File: config.mk
export PLATFORM = sky130hd
export DESIGN_NAME = ptts_ctrl
export DESIGN_NICKNAME = d
export VERILOG_FILES = /design/src/hw/rtl/ptts_pkg.sv /design/src/hw/rtl/ptts_ctrl.sv
export SDC_FILE = /design/constraint.sdc
export NUM_CORES = 1
export LEC_CHECK = 0
export ABC_AREA = 1
export BUFFER_PORTS_ARGS = -buffer_cell sky130_fd_sc_hd__buf_2
export CAP_MARGIN = 10
export CORE_AREA = 3 3 40 42
export CTS_CLUSTER_DIAMETER = 80
export DETAILED_ROUTE_END_ITERATION = 10
export DIE_AREA = 0 0 43 45
export SYNTH_ARGS = -nofsm -noshare
export SYNTH_HDL_FRONTEND = slang
export SYNTH_SLANG_ARGS = --single-unit
File: constraint.sdc
create_clock -name clock -period 1.1 [get_ports clock]
set_input_delay 0.055 -clock clock [delete_from_list [all_inputs] [get_ports clock]]
set_output_delay 0.055 -clock clock [all_outputs]
set_load 0.01 [all_outputs]
File: src/hw/rtl/ptts_pkg.sv
// ptts_pkg: shared types and constants for the page translation table search block.
// Holds action and status codes, controller states and the control/status structs.
// No dependencies.
`timescale 1ns / 1ps

package ptts_pkg;

   localparam int ACTION_W = 3;
   localparam int FRAME_W  = 52;
   localparam int ADDR_W   = 64;
   localparam int KEY_W    = 32;
   localparam int STATUS_W = 2;
   localparam int ENTRY_W  = ADDR_W + FRAME_W + KEY_W;

   localparam logic [ACTION_W-1:0] ACT_CLEAR  = 3'd0;
   localparam logic [ACTION_W-1:0] ACT_LOAD   = 3'd1;
   localparam logic [ACTION_W-1:0] ACT_VTP    = 3'd2;
   localparam logic [ACTION_W-1:0] ACT_PTV    = 3'd3;
   localparam logic [ACTION_W-1:0] ACT_OWNED  = 3'd4;
   localparam logic [ACTION_W-1:0] ACT_LOWEST = 3'd5;

   localparam logic [STATUS_W-1:0] STAT_OK        = 2'd0;
   localparam logic [STATUS_W-1:0] STAT_NOT_FOUND = 2'd1;
   localparam logic [STATUS_W-1:0] STAT_FULL      = 2'd2;
   localparam logic [STATUS_W-1:0] STAT_NO_KEY    = 2'd3;

   typedef enum logic [2:0] {
      ST_IDLE = 3'b001,
      ST_SCAN = 3'b010,
      ST_FIN  = 3'b100
   } ctrl_state_type;

   typedef struct packed {
      logic accept;
      logic scan_step;
      logic out_load;
   } dp_cmd_type;

   typedef struct packed {
      logic needs_scan;
      logic issue_done;
      logic read_pending;
      logic out_busy;
   } dp_stat_type;

endpackage

File: src/hw/rtl/ptts_ctrl.sv
// ptts_ctrl: controller state machine for the page translation table search.
// Sequences accept, table scan and result hand-off; uses ptts_pkg.
`timescale 1ns / 1ps

module ptts_ctrl (
   input  logic                 clock,
   input  logic                 reset,
   input  logic                 req_valid,
   output logic                 req_stall,
   input  ptts_pkg::dp_stat_type stat,
   output ptts_pkg::dp_cmd_type  cmd
);

   import ptts_pkg::*;

   ctrl_state_type state_ff, state_in;

   assign req_stall = (state_ff != ST_IDLE);

   always_comb begin
      state_in      = state_ff;
      cmd.accept    = 1'b0;
      cmd.scan_step = 1'b0;
      cmd.out_load  = 1'b0;
      unique case (state_ff)
         ST_IDLE: begin
            if (req_valid) begin
               cmd.accept = 1'b1;
               state_in   = stat.needs_scan ? ST_SCAN : ST_FIN;
            end
         end
         ST_SCAN: begin
            if (!stat.issue_done) begin
               cmd.scan_step = 1'b1;
            end else if (!stat.read_pending) begin
               state_in = ST_FIN;
            end
         end
         ST_FIN: begin
            if (!stat.out_busy) begin
               cmd.out_load = 1'b1;
               state_in     = ST_IDLE;
            end
         end
         default: state_in = ST_IDLE;
      endcase
   end

   always_ff @(posedge clock) begin
      if (reset) begin
         state_ff <= ST_IDLE;
      end else begin
         state_ff <= state_in;
      end
   end

endmodule

* After elaboration in Yosys (flattened, before gate mapping)
Cells that the tools add are included.
** Storage, ports and cells
- Output and inout port bits :: 4
- Memories kept :: 0
- Latch bits :: 0
- Bits in registers :: 3
- Bits in writable memories :: 0
- Word-level logic and storage cells :: 22
- Bits in read-only memories :: 0
- Input port bits :: 7
** Operators by class
- Reductions and logical operators :: 1
- Multipliers :: 0
- $lt $le $gt $ge :: 0
- Shift-type cells :: 0
- Mux-type cells :: 12
- Divide/modulo/power cells :: 0
- Bitwise operators :: 0
- $add $sub $neg :: 0
- Equal/unequal tests :: 8
** Operator list (count)
- $mux 3 :: 5
- $pmux 3 s3 :: 1
- $ne 2x2->1 const B :: 4
- $mux 1 :: 6
- $reduce_and 4->1 :: 1
- $eq 3x1->1 const B :: 1
- $eq 3x2->1 const B :: 1
- $eq 3x3->1 const B :: 1
- $ne 3x1->1 const B :: 1

* Longest topological paths before layout
- Depth in word-level cells :: 3
- Gate-level depth with buffers :: 8
- Mapped depth without buffers :: 7

* Worst setup path before layout
No wires, ideal clock.
- Path kind :: register to register
- Start point :: reg state_ff[0]
- End point :: reg state_ff[2]
- Stages on the path, launching flop included :: 7
- Setup slack :: 0.089 ns
- Period minus slack after synthesis :: 1.011 ns
- Data required time :: 0.987 ns
- Arrival time :: 0.898 ns
- Path buffers :: 1
- Library setup time :: 0.113 ns
- Path through :: dfxtp_1 -> buf_6 -> nand3b_1 -> a21oi_1 -> nor2_1 -> nor2_1 -> nor2_1
** On the way
- Longest elaborated chain between the ends :: 3
- Elaborated cells between the ends (all ways) :: 9
- Those cells by class :: 7 x eq/ne; 1 x mux; 1 x reduce/logical
** Ends and longest elaborated chain
- start: declaration :: line ptts_ctrl.sv:16 : ctrl_state_type state_ff, state_in;
- start signal: assignment :: line ptts_ctrl.sv:53 : state_ff <= state_in;
- $eq 3x2->1 (tied with other cells) :: line ptts_ctrl.sv:25 : unique case (state_ff)
- $ne 2x2->1 (no line)
- $reduce_and 4->1 (no line)
Several ways; a longest one is shown, not always the timed one.
A chain may end at the register's enable or synchronous reset.

==> impl_metrics.csv <==
group,metric,value,unit
sta,setup_viol,1,
sta,worst_slack,-0.0142,ns
setup_path,timing.rr.start,"state_ff[0]",
cells_and_area,final_cell_mix,"buf_2 (10), inv_1 (9), nor2_1 (7), nand2_1 (7), nand3_1 (4)",
cells_and_area,fin_cells,71,
sta,tightest_slew,0.192,ns
clock_network,clk_pin_slew,0.04,ns
yosys,synth.net_count,48,
worst_hold_path,hp-class,"in2reg",
cells_and_area,top_regs,"state_ff: 3 flops",
floorplan,fp.dieW,43,µm
placed_design,place_congestion,0.716,
route,drc,0,
cells_and_area,drive_gt1_share,42.9,%
cells_and_area,area_growth,47.2,%
sta,drv_slew,0,
sta,finalCritPeriodShare,101,%
pwr,power_density,2310,nW/µm²
route,wl,578,µm
cells_and_area,ff_latch_area,68.8,µm²
setup_path,r2r_setup_slack,0.05,ns
placed_design,dp_hpwl,453,µm
sta,relSlewSlack,87.1,%
setup_path,cp-end-kind,"output pin",
sta,finalHoldViolations,0,
clock_network,clk_latency,0.23,ns
clock_network,numCtsBuffers,3,
route,vias,278,
setup_path,cp-start-kind,"flop",
global_route,grt_max_degree,9,
status,violations,"negative setup slack",
sta,whs,0.0658,ns
placed_design,dp_cells,65,
sta,fin_crit,1.11,ns
sta,fmax,897,MHz
pwr,ir_drop,0.525,mV
route,dr.pass1.iters,3,
placed_design,dpl_cell_area,302,µm²
route,ant_nets,0,
status,status,"finished, violations left",
clock_network,cts.sinks,3,
setup_path,worst_ep_required_time,1.04,ns
global_route,antenna_found_initial,0,
cells_and_area,num-fill-cells,147,
cells_and_area,layout_commonest_cell,"buf_2",
cells_and_area,top_register,"state_ff",
global_route,grt.overflow.total,0,
global_route,grt_pass1_vias,270,
pwr,power,0.828,mW
yosys,avgSynthCellArea,5.95,µm²
setup_path,path_max_fanout,5,
setup_path,critPathLaunch,"state_ff[0]",
setup_path,crit_type,"reg2out",
floorplan,core_area,1280,µm²
floorplan,die_area,1940,µm²
pwr,leakage,0.212,nW
yosys,yosysSeqAreaShare,24.6,%
global_route,grt_pass1_wl,966,µm
cells_and_area,stdcell_area,359,µm²
clock_network,htreeDepth,1,
setup_path,arrival,1.06,ns
placed_design,port-buffer-count,10,
placed_design,pre_cts_slack,-0.0190,ns
floorplan,initial_core_util,19.0,%
sta,grt_setup_unrepaired,"yes",
sta,setup_tns,-0.0142,ns
cells_and_area,multi_input_area,143,µm²
clock_network,cts_root_buf,"clkbuf_4",
route,via_per_inst,3.92,
route,first_iter_violations,3,
floorplan,rows,13,
route,drt-wirelength-per-cell,8.14,µm
worst_hold_path,hold_start,"reset",
cells_and_area,nets,64,
yosys,yosysWarnings,0,
clock_network,cts_tree,"done",
yosys,synth_cells,41,
floorplan,io_pins,11,
sta,skew,0.000589,ns
cells_and_area,largest_reg_flops,3,
floorplan,die_h,45,µm
cells_and_area,antennaDiodeCount,0,
yosys,ys_types,14,
yosys,syn_area,244,µm²
yosys,ys_ff_latch,3,
job,drv_cap,0,
global_route,grtUsageTotal,6.82,%
clock_network,clockBufferDepth,2,
cells_and_area,utilization,27.9,%
-- critical path, cell delays in order, from the launching register on --
cell and delay, ns:
dfxtp_4 0.35, nand3b_1 0.23, nor2_1 0.12, buf_2 0.13
-- cells in the mapped netlist --
cell type  instances  area share, %
nor2_2             1            2.6
a21oi_1            1            2.0
nor4_1             1            2.6
o21ai_2            1            3.6
nand2_1            8             12
nor2_1             7             11
dfxtp_1            3             25
nand3_2            2            8.2
nand3b_1           1            3.1
nand3_1            4            8.2
inv_1              9             14
inv_2              1            1.5
o21ai_1            1            2.0
buf_6              1            4.6
-- logic make-up after synthesis --
| kind of cell | share of synthesized area, % |
|---|---|
| AO/OA/AOI/OAI | 7.69 |
| buffers and inverters | 20.0 |
| flip-flops | 24.6 |
| AND/OR/NAND/NOR | 47.7 |
-- cell type report --
class / count / area share, %
multi-input combinational: 27 / 39.7
clock buffer: 4 / 7.32
tap: 15 / 5.23
inverter: 10 / 10.5
sequential: 3 / 19.2
timing repair buffer: 12 / 18.1
-- final timing paths --
path,end,cells past startpoint
hold reg to reg,state_ff[2],2
hold / removal,state_ff[1],4
setup reg to reg,state_ff[2],5
setup / recovery,cmd[1],3
-- report_power, final --
part	switching (mW)	leakage, nW	internal (mW)
registers	0.0589	0.0260	0.165
logic	0.225	0.171	0.186
clock network	0.0571	0.0150	0.136
-- what timing repair did --
item | in CTS | in global routing
pin swaps | 1 | 2
gates resized for setup | 4 | 3
setup endpoints to repair | 6 | 5
setup buffers | 0 | 2
hold buffers | 0 | 0
-- routing by layer --
layer,global-route usage [%],wire [µm],vias to the layer above
met1,6.01,214,117
li1,-,-,157
met2,12.6,343,4
met4,7.23,0,0
met5,0,0,-
met3,1.20,19,0
Note: power is estimated with default switching activity, not from simulation.
